===== src/rtl/core/best_first_quadtree_pattern_queue_unit_assert.svh =====
// Assertion shorthands shared by the queue unit.
`ifndef BEST_FIRST_QUADTREE_PATTERN_QUEUE_UNIT_ASSERT_SVH
`define BEST_FIRST_QUADTREE_PATTERN_QUEUE_UNIT_ASSERT_SVH

// A condition that must hold at every clock edge out of reset.
`define BFQPQ_ASSERT_HOLDS(lbl, clk, rst_n, cond, msg) \
	lbl: assert property (@(posedge clk) disable iff (!rst_n) (cond)) else $error(msg);

// A consequence that must hold in the same cycle as its trigger.
`define BFQPQ_ASSERT_IMPLIES(lbl, clk, rst_n, ante, cons, msg) \
	lbl: assert property (@(posedge clk) disable iff (!rst_n) (ante) |-> (cons)) else $error(msg);

// A consequence that must hold in the cycle after its trigger.
`define BFQPQ_ASSERT_NEXT(lbl, clk, rst_n, ante, cons, msg) \
	lbl: assert property (@(posedge clk) disable iff (!rst_n) (ante) |=> (cons)) else $error(msg);

`endif


===== src/rtl/core/bfqpq_ram.sv =====
module bfqpq_ram #(
	parameter int WIDTH = 8,
	parameter int DEPTH = 16
) (
	input  logic                     clk,
	input  logic                     we,
	input  logic [$clog2(DEPTH)-1:0] waddr,
	input  logic [WIDTH-1:0]         wdata,
	input  logic [$clog2(DEPTH)-1:0] raddr,
	output logic [WIDTH-1:0]         rdata
);

	logic [WIDTH-1:0] mem_q [DEPTH];

	always_ff @(posedge clk) begin
		if (we) begin
			mem_q[waddr] <= wdata;
		end
		rdata <= mem_q[raddr];
	end

endmodule


===== config.mk =====
export PLATFORM = sky130hd
export DESIGN_NAME = bfqpq_ram
export DESIGN_NICKNAME = d
export VERILOG_FILES = /design/src/rtl/core/best_first_quadtree_pattern_queue_unit_assert.svh /design/src/rtl/core/bfqpq_ram.sv
export SDC_FILE = /design/constraint.sdc
export NUM_CORES = 1
export LEC_CHECK = 0
export BUFFER_PORTS_ARGS = -buffer_cell sky130_fd_sc_hd__buf_2
export CORE_MARGIN = 2
export CORE_UTILIZATION = 45
export CTS_BUF_LIST = sky130_fd_sc_hd__clkbuf_4 sky130_fd_sc_hd__clkbuf_8 sky130_fd_sc_hd__clkbuf_16
export DETAILED_ROUTE_END_ITERATION = 6
export MAX_ROUTING_LAYER = met4
export PLACE_DENSITY = 0.63
export SLEW_MARGIN = 40
export SYNTH_ARGS = -nofsm -noshare
export SYNTH_HDL_FRONTEND = slang
export SYNTH_SLANG_ARGS = --single-unit

===== constraint.sdc =====
create_clock -name clk -period 4.3 [get_ports clk]
set_clock_uncertainty 0.2 [all_clocks]
set_input_delay 0.215 -clock clk [delete_from_list [all_inputs] [get_ports clk]]
set_output_delay 0.215 -clock clk [all_outputs]
set_load 0.005 [all_outputs]

======== Yosys cells after proc, flatten, opt, wreduce, memory -nomap -nowiden ========
Memories as Yosys holds them, arrays and structs flattened. A register that Yosys moved wholly into a read port is not among the register bits.
Index checks and enable logic that the tools add are counted.
word-level totals
  flip-flop bits (word level) ............. 0
  RAM bits ................................ 128
  input bits .............................. 18
  logic and storage cells ................. 3
  memories kept ........................... 1
cells by class
  mux-type cells .......................... 2
memories
  memory  words  bits a word  rd ports  clocked after Yosys merged registers in  wr ports  line             text
  mem_q   16     8            1         1                                        1         bfqpq_ram.sv:13  logic [WIDTH-1:0] mem_q [DEPTH];
operators with widths
  cell     count
  $mux W1  2

======== Depth between registers and ports, before layout ========
  depth after elaboration ................. 2
  depth in mapped cells ................... 5
  gate-level depth less buffers ........... 3

======== Worst setup path before layout ========
Ideal clock, no wire load.
  kind .................................... in2reg
  start ................................... input port waddr[2]
  end ..................................... memory mem_q[0][0] (enable)
  arrival ................................. 1.325 ns
  required time ........................... 3.717 ns
  slack ................................... 2.392 ns
  cell stages on the path ................. 2
  buffers on the path ..................... 0
  cell sequence ........................... or3b_2 > nor3_1
RTL lines
  element      line             text
  from (decl)  bfqpq_ram.sv:7   input logic [$clog2(DEPTH)-1:0] waddr,
  to (decl)    bfqpq_ram.sv:13
No word-level cell before the write port.

==> flow_summary.ini <==
[finish]
layout-drive-gt1-share_pct = 30.9
n_antenna_cell = 0
area_delta_synth_final_pct = 20.4
fill_cells = 847
finalNetCount = 290
final_cell_mix = edfxtp_1, buf_2, mux4_2
mostFrequentLayoutCell = edfxtp_1
instances_no_fill = 428

[placed_design]
dp.cells = 388
place_congestion = 0.728
dpl.hpwl_um = 5950
io_buffer_count = 25

[power]
leakage_nw = 2.07
p_seq_share_pct = 45.4
switching_share_pct = 18.4
powerDensity_nw_per_um2 = 530
clkPwrFrac_pct = 50.4
switching_power_w = 0.000605
p_int_w = 0.00268
max-vdd-ir-drop_uv = 258
combPwrFrac_pct = 4.2

[clock_network]
cts_root_buf = clkbuf_16
clk_pin_slew_ns = 0.06
post_cts_buffers = 0
cts-buffers-inserted = 17
clock_latency_ns = 0.41
clockBufferDepth = 2
cts_htree_levels = 4
cts.sinks = 136
cts_tree = yes
post_cts_resized = 0

[synthesis]
syn-num-nets = 247
synth_area_per_cell_um2 = 22.5
ys_types = 19
ys_seq_area_share_pct = 77.8
yosysWarningCount = 0
synth_mux_area_share_pct = 15.0
synth_area_leaders = edfxtp_1, mux4_2, mux4_1
synth.top_cell.area_share_pct = 74.7
yosys_register_bits = 136
synth_xor_area_share_pct = 0
synth-adder-area-share_pct = 0
synthCells = 229
synth_top_cell_by_area = edfxtp_1
synth_top_family_by_area = multiplexers
synth_compound_area_share_pct = 2.33
synth.cell_area_um2 = 5150
yosys.area_share.simple_pct = 3.18

[run_status]
status = finished clean

[grt]
grt_overflow_total = 0
grt_max_degree = 33
grt_pass1_vias = 2404
grt_pass1_wl_um = 14600
track_usage_pct = 17.5
antenna_found_initial = 0

[die]
num_io_pins = 26
dieArea_um2 = 12300
core-area_um2 = 11300
rows = 39
start_util_pct = 45.7
die_y_um = 111
die_w_um = 111

[worst_setup_path]
end_kind = flip-flop
critPathKind = in -> reg
crit_family = multiplexers
cpMaxStageDelayCell = mux4_1
cp_slowest_stage_delay_ns = 0.67
critical_path_buf_inv_count = 1
cp_cell_sequence = buf_4, mux4_1, a22oi_1, nand2_1
crit_path_max_fanout = 32
arrival_ns = 1.77
worst_setup_path_start_kind = input port
cp_data_required_time_ns = 4.40

[timing]
setup_violations = 0
worst_slew_pin_slew_ns = 0.812
fin_crit_sh_pct = 38.9
slew_headroom_pct = 45.6
max_freq_ghz = 0.598
post-route-min-period_ns = 1.67
rsz0062_at_grt = false
hold_viol_final = 0
setup_tns_ns = 0
maxSlewViolCount = 0

[route]
top_layer = met4
drt-total-wl_um = 9740
dr_total_vias = 2397
antenna_left = 0
met1_length_um = 4160
dr.first_iter.drc_count = 142
wl_per_cell_um = 22.8
drcViolationCount = 0
viasPerCell = 5.60
wl_met2_um = 4920
dr.pass1.iters = 4
met3_length_um = 497

[flow_run]
maxCapViolCount = 0

[min_path]
hp-class = in -> reg
flip-flops by register name, indices dropped and copies added (netlist names):
signal,flops
mem_q,128
rdata,8
metrics by stage:
step | hold WS, ns | util (%) | worst slack [ns] | total power, W | instance area (µm²)
2_1_floorplan | 0.114 | - | 2.39 | 0.00159 | 5150
3_3_place_gp | 0.391 | 47.8 | 1.81 | 0.00165 | 5380
3_5_place_dp | 0.394 | 48.0 | 2.16 | 0.00165 | 5410
4_1_cts | 0.00210 | 54.5 | 2.58 | 0.00330 | 6140
5_1_grt | 0.00350 | 55.0 | 2.53 | 0.00338 | 6200
6_report | 0.0111 | 55.0 | 2.63 | 0.00328 | 6200
layout make-up:
cell class / instances / area, µm² / share of cell area, %
Clock buffer: 17 / 425 / 6.86
Clock inverter: 15 / 255 / 4.12
Multi-Input combinational cell: 83 / 1100 / 17.8
Sequential cell: 136 / 4000 / 64.6
Tap cell: 143 / 179 / 2.89
Timing Repair Buffer: 34 / 233 / 3.76
synth_stat cells, drive strengths merged:
library cell   count
clkdlybuf4s25      3
and2               1
mux4              32
nor2b              1
nand2              9
nor2              13
nand2b             2
nand3b             2
dfxtp              8
edfxtp           128
or3b               1
and2b              1
buf                7
a22oi             16
nor3               4
nand3              1
power groups by stage:
| stage | Combinational (W) | Sequential (W) | Clock (W) |
|---|---|---|---|
| 2_1_floorplan | 0.0000752 | 0.00152 | 0 |
| 3_3_place_gp | 0.000127 | 0.00152 | 0 |
| 3_5_place_dp | 0.000132 | 0.00152 | 0 |
| 4_1_cts | 0.000136 | 0.00149 | 0.00167 |
| 5_1_grt | 0.000150 | 0.00149 | 0.00174 |
| 6_report | 0.000138 | 0.00149 | 0.00165 |
kinds of logic after synthesis:
logic type	count (synthesis)
buf+inv	10
flops	136
compound gates	16
simple gates	35
mux	32
repair_timing:
action	in CTS	in global routing
hold buffers	5	2
hold endpoints to repair	66	22
setup endpoints to repair	0	0
layer usage:
metal,vias up,track usage [%]
met3,11,5.14
met4,0,6.25
met1,1254,22.3
met5,-,-
li1,1056,-
met2,76,27.2
worst paths after layout:
check	from	endpoint	slack (ns)	depth (start not counted)
hold reg to reg	mem_q[15][1]	rdata[1]	0.47	3
hold / removal	wdata[0]	mem_q[13][0]	0.01	1
setup reg to reg	mem_q[1][0]	rdata[0]	2.68	3
setup / recovery	raddr[0]	rdata[0]	2.63	4
Power figures use the tool's default switching activity.
