`src/rtl/core/best_first_quadtree_pattern_queue_unit_assert.svh`:
```
// Assertion shorthands shared by the queue unit.
`ifndef BEST_FIRST_QUADTREE_PATTERN_QUEUE_UNIT_ASSERT_SVH
`define BEST_FIRST_QUADTREE_PATTERN_QUEUE_UNIT_ASSERT_SVH

// A condition that must hold at every clock edge out of reset.
`define BFQPQ_ASSERT_HOLDS(lbl, clk, rst_n, cond, msg) \
	lbl: assert property (@(posedge clk) disable iff (!rst_n) (cond)) else $error(msg);

// A consequence that must hold in the same cycle as its trigger.
`define BFQPQ_ASSERT_IMPLIES(lbl, clk, rst_n, ante, cons, msg) \
	lbl: assert property (@(posedge clk) disable iff (!rst_n) (ante) |-> (cons)) else $error(msg);

// A consequence that must hold in the cycle after its trigger.
`define BFQPQ_ASSERT_NEXT(lbl, clk, rst_n, ante, cons, msg) \
	lbl: assert property (@(posedge clk) disable iff (!rst_n) (ante) |=> (cons)) else $error(msg);

`endif

```
`src/rtl/core/bfqpq_pkg.sv`:
```
package bfqpq_pkg;

	localparam int QUEUE_DEPTH_DEF   = 4096;
	localparam int COORD_BITS_DEF    = 6;
	localparam int PRIORITY_BITS_DEF = 32;

	// Resolution register.
	localparam int             RES_W     = 7;
	localparam logic [RES_W-1:0] RES_RESET = 7'd64;

	// Width of the per-beat push count.
	localparam int COUNT_W = 3;

	typedef enum logic [1:0] {
		OP_CLEAR  = 2'd0,
		OP_PUSH   = 2'd1,
		OP_EXPAND = 2'd2,
		OP_POP    = 2'd3
	} op_t;

	typedef struct packed {
		logic en;
		logic load;
	} cmp_ctrl_t;

endpackage

```
`src/rtl/core/bfqpq_best.sv`:
```
module bfqpq_best #(
	parameter int EW = 44,
	parameter int PW = 32,
	parameter int IW = 13
) (
	input  logic                 clk,
	input  bfqpq_pkg::cmp_ctrl_t ctl,
	input  logic [EW-1:0]        entry,
	input  logic [IW-1:0]        idx,
	output logic [EW-1:0]        best_entry,
	output logic [IW-1:0]        win_idx,
	output logic [EW-1:0]        head_entry
);

	logic [EW-1:0] best_q;
	logic [IW-1:0] idx_q;
	logic [EW-1:0] head_q;
	logic          better;

	// Strictly greater, so the earliest of equal priorities is kept.
	assign better = entry[PW-1:0] > best_q[PW-1:0];

	always_ff @(posedge clk) begin
		if (ctl.en) begin
			if (ctl.load) begin
				best_q <= entry;
				idx_q  <= idx;
				head_q <= entry;
			end else if (better) begin
				best_q <= entry;
				idx_q  <= idx;
			end
		end
	end

	assign best_entry = best_q;
	assign win_idx    = idx_q;
	assign head_entry = head_q;

endmodule

```
`config.mk`:
```
export PLATFORM = sky130hd
export DESIGN_NAME = bfqpq_best
export DESIGN_NICKNAME = d
export VERILOG_FILES = /design/src/rtl/core/best_first_quadtree_pattern_queue_unit_assert.svh /design/src/rtl/core/bfqpq_pkg.sv /design/src/rtl/core/bfqpq_best.sv
export SDC_FILE = /design/constraint.sdc
export NUM_CORES = 1
export LEC_CHECK = 0
export BUFFER_PORTS_ARGS = -buffer_cell sky130_fd_sc_hd__buf_2
export CAP_MARGIN = 10
export CORE_MARGIN = 5
export CORE_UTILIZATION = 25
export DETAILED_ROUTE_END_ITERATION = 10
export PLACE_DENSITY = 0.51
export SYNTH_ARGS = -nofsm -noshare
export SYNTH_HDL_FRONTEND = slang
export SYNTH_SLANG_ARGS = --single-unit
```
`constraint.sdc`:
```
create_clock -name clk -period 8.28 [get_ports clk]
set_input_delay 0.828 -clock clk [delete_from_list [all_inputs] [get_ports clk]]
set_output_delay 0.828 -clock clk [all_outputs]
set_load 0.02 [all_outputs]
```
Word-level counts from Yosys, hierarchy flattened

Cells that the tools add are included.

Output and inout bits: 101
Logic and storage cells: 11
Bits in writable memories: 0
Input bits: 60
Bits in registers: 101
Memories: 0
Memory bits (read-only): 0
Latch bits: 0

$mul: 0
Add/sub/neg operators: 0
Multiplexer cells: 4
Reduce and logical (&&, ||, !) cells: 3
Div/mod/pow operators: 0
Bitwise operators: 0
Shifts and indexed selects: 0
Eq/ne operators: 0
Magnitude comparators: 1

Operators by type and width:

| operator          | number |
|---|---|
| $mux 44           | 2 |
| $gt 32x32->1      | 1 |
| $mux 13           | 2 |
| $reduce_and 2->1  | 2 |
| $reduce_bool 2->1 | 1 |

Longest topological paths before layout

Depth after elaboration: 3
Mapped depth: 7
Gate-level depth less buffers: 7

Worst setup path after synthesis

Ideal clock, no wire load.

Kind: input -> register
Start: input entry[14]
End: register best_q[0] (netlist: best_entry[0]) (enable)
Path buffers: 0
Setup slack: 3.124 ns
Data arrival time: 4.665 ns
Stages on the path: 6
Data required time: 7.789 ns
Setup time: 0.491 ns
Cells stage by stage: ha_1 -> nand4_2 -> nor4_2 -> a21boi_2 -> o311ai_1 -> a21oi_1

Cells in the longest elaborated chain, start to end: 3

RTL lines:

| item                               | RTL line         | source |
|---|---|---|
| from (decl)                        | bfqpq_best.sv:8  | `input logic [EW-1:0] entry,` |
| $gt 32x32->1                       | bfqpq_best.sv:21 | `assign better = entry[PW-1:0] > best_q[PW-1:0];` |
| $reduce_bool 2->1 (no source line) | -                |  |
| $reduce_and 2->1 (no source line)  | -                |  |
| to (signal assigned)               | bfqpq_best.sv:26 | `best_q <= entry;` |
| to (signal assigned)               | bfqpq_best.sv:30 | `best_q <= entry;` |
| to (decl)                          | bfqpq_best.sv:15 | `logic [EW-1:0] best_q;` |

Every way passes these cells.
A chain may end at the register's enable or synchronous reset.

Final worst setup path

Start: input entry[30]
End: register best_q[8] (netlist: best_entry[8]) (enable)

The elaborated chain is that of the path after synthesis.

==> reports/results.txt <==
Outcome - completed
Syn nets - 308
Remaining DRCs - 0
Post-route cell area - 0.00520 mm²
Crit-path cells - buf_2, ha_1, a21oi_1, nand2_1, a211o_1, a2111oi_0, a21oi_4, buf_4
Critical path data required time - 8.32 ns
Max-slew violation count - 0
FF+latch count, synth - 101
Setup TNS - 0 ns
PwrDens - 224 mW/mm²
Final Core Density - 34.4%
Post-DP HPWL - 7.09 mm
Largest net degree at the start of global routing - 37
Routed WL - 9.20 mm
Crit path time final - 3.46 ns
CP Class - input pin to flop
CTS tree - yes
Max IR drop VDD - 0.0000858 V
Die area - 0.0180 mm²
Vias in the first global route - 2486
Via count - 2373
Layout net count - 481
Gates resized, CTS repair - 0
CTS clock-pin slew for the worst setup and hold paths - 0.07 ns
Site Rows - 45
Area Growth Syn to Fin - 34.9%
Final Hold Vio Count - 0
Io pins - 161
Maxcap violations - 0
Total gr overflow - 0
Vias/cell - 4.08
Highest cell delay on the worst timing path - 0.86 ns
CTS root buf - clkbuf_16
Startpoint Class - input pin
Synth unique cells - 22
Clk sink count - 101
Critical path capture point type - flop
Hold Worst Slack - 0.656 ns
Die Wd - 134 µm
Post-route antenna net violation count - 0
I/O Buffers - 160
GPL Wtd Cong - 0.678
Syn_area_per_cell - 17.9 µm²
Latest clock arrival within the worst-skew pair - 0.34 ns
Pre-Repair DR Iteration Count - 4
Slowest cell on crit path - a2111oi_0
# setup viols final - 0
Hold crit path type - input pin to flop
# H-tree levels - 3
Setup Skew - 0.00956 ns
Setup Buffers After CTS - 0
Antenna cells - 0
Initial antenna violation count - 0
Register area share after synthesis - 78.7%
Critical path fanouts, max - 36
Detailed Route Iter0 Violations - 84
Critical Path AT - 3.50 ns
Highest Clock Rate - 289 MHz
Initial Util - 25.5%
Total CTS buffers - 9
Layout cells sized above 1 - 45.7%
Final cycle utilization of the critical path - 41.8%
Yosys warnings - 0
Cell Area, Placed - 0.00492 mm²
Die Ht - 134 µm
Leakage - 2.26 nW
WL/cell - 15.8 µm
RSZ-0062 raised after global routing - no
Filler cell count - 1482
Worst-case clock buffer depth - 2
Worst slew margin - 31.0%
Syn Std Cell Area - 0.00386 mm²
Worst-Margin Slew - 1.01 ns
# hold bufs at CTS - 0
Cells after synthesis - 216
Tot GR Track Use - 10.1%
First-pass GRT wire length - 13.8 mm
Core footprint - 0.0151 mm²
[layer usage]
metal	track usage [%]	wire [µm]	share of wire, %
met2	16.3	4500	49
met4	3.56	149	1.6
met1	12.1	3710	40
met3	4.61	836	9.1
met5	0	0	0
[placed cells by master (no fill, tap or decap)]
cell type / instances
buf_2: 160
edfxtp_1: 101
inv_1: 32
ha_1: 32
a21oi_1: 12
clkbuf_16: 9
nand2_1: 7
nand4_1: 6
nand3_1: 5
a21o_1: 3
nor2_1: 3
o21ai_0: 2
clkinv_2: 2
clkbuf_1: 2
buf_4: 2
nor3_1: 1
a211oi_1: 1
a211o_1: 1
a2111oi_0: 1
nand4_2: 1
a221o_1: 1
nor2b_1: 1
o211ai_1: 1
nor4_2: 1
a21boi_2: 1
o311ai_1: 1
a21oi_4: 1
and2_2: 1
bufinv_16: 1
clkinvlp_4: 1
clkinv_1: 1
[power by group]
part,total [W],switching (W),leakage (nW),internal [W]
logic,0.000148,0.0000989,1.17,0.0000486
registers,0.000613,0.0000100,0.957,0.000603
clock network,0.000406,0.000174,0.137,0.000232
total,0.00117,0.000283,2.26,0.000884
[sequential cells by signal, indices dropped and copies added (netlist names)]
signal      cells
best_entry     44
win_idx        13
head_entry     44
[synthesized netlist by cell type]
master,number,share of area [%]
edfxtp_1,101,79
ha_1,32,10
inv_1,32,3.1
a21oi_1,13,1.7
nand2_1,7,0.68
nand4_1,6,0.97
nand3_1,5,0.65
a21o_1,3,0.58
nor2_1,3,0.29
o21ai_0,2,0.26
a2111oi_0,1,0.23
a211o_1,1,0.23
a211oi_1,1,0.19
a21boi_2,1,0.29
a221o_1,1,0.26
and2_1,1,0.16
nand4_2,1,0.32
nor2b_1,1,0.16
nor3_1,1,0.13
nor4_2,1,0.32
o211ai_1,1,0.19
o311ai_1,1,0.23
[critical path: cells and delay by family]
| kind | cells | cell delay [ns] |
|---|---|---|
| buffers and inverters | 2 | 0.53 |
| AND/OR/NAND/NOR | 1 | 0.07 |
| AO/OA/AOI/OAI | 4 | 1.71 |
| adder cells (fa/ha/maj) | 1 | 0.32 |
[path summary, 6_finish.rpt]
check / startpoint / to / slack (ns) / cells after the start
worst max-delay path: entry[30] / best_entry[8] / 4.82 / 8
worst min-delay path: idx[5] / win_idx[5] / 0.66 / 1
worst max register to register: best_entry[30] / best_entry[8] / 5.04 / 8
worst min register to register: best_entry[0] / best_entry[23] / 1.20 / 6
[area by class of cell]
| type | count | area, µm² | area share, % |
|---|---|---|---|
| Timing Repair Buffer | 162 | 816 | 15.7 |
| Inverter | 32 | 120 | 2.31 |
| Clock buffer | 11 | 233 | 4.47 |
| Multi-Input combinational cell | 83 | 716 | 13.8 |
| Tap cell | 188 | 235 | 4.52 |
| Clock inverter | 5 | 51.3 | 0.986 |
| Sequential cell | 101 | 3030 | 58.3 |
[cell families (layout without fill, tap and decap cells)]
group	after synthesis	after routing	synth area share, %
compound gates	25	25	4.15
fa+ha+maj	32	32	10.4
buf+inv	32	210	3.11
simple gates	26	26	3.70
flops	101	101	78.7
[through the flow]
step,worst slack (ns),cells,total power (W)
final,4.82,582,0.00117
after global routing,4.55,582,0.00123
after CTS,4.69,582,0.00119
after detailed placement,4.34,566,0.000776
after global placement,4.28,566,0.000775
after floorplan,3.12,216,0.000709
Note: power is estimated with default switching activity, not from simulation.
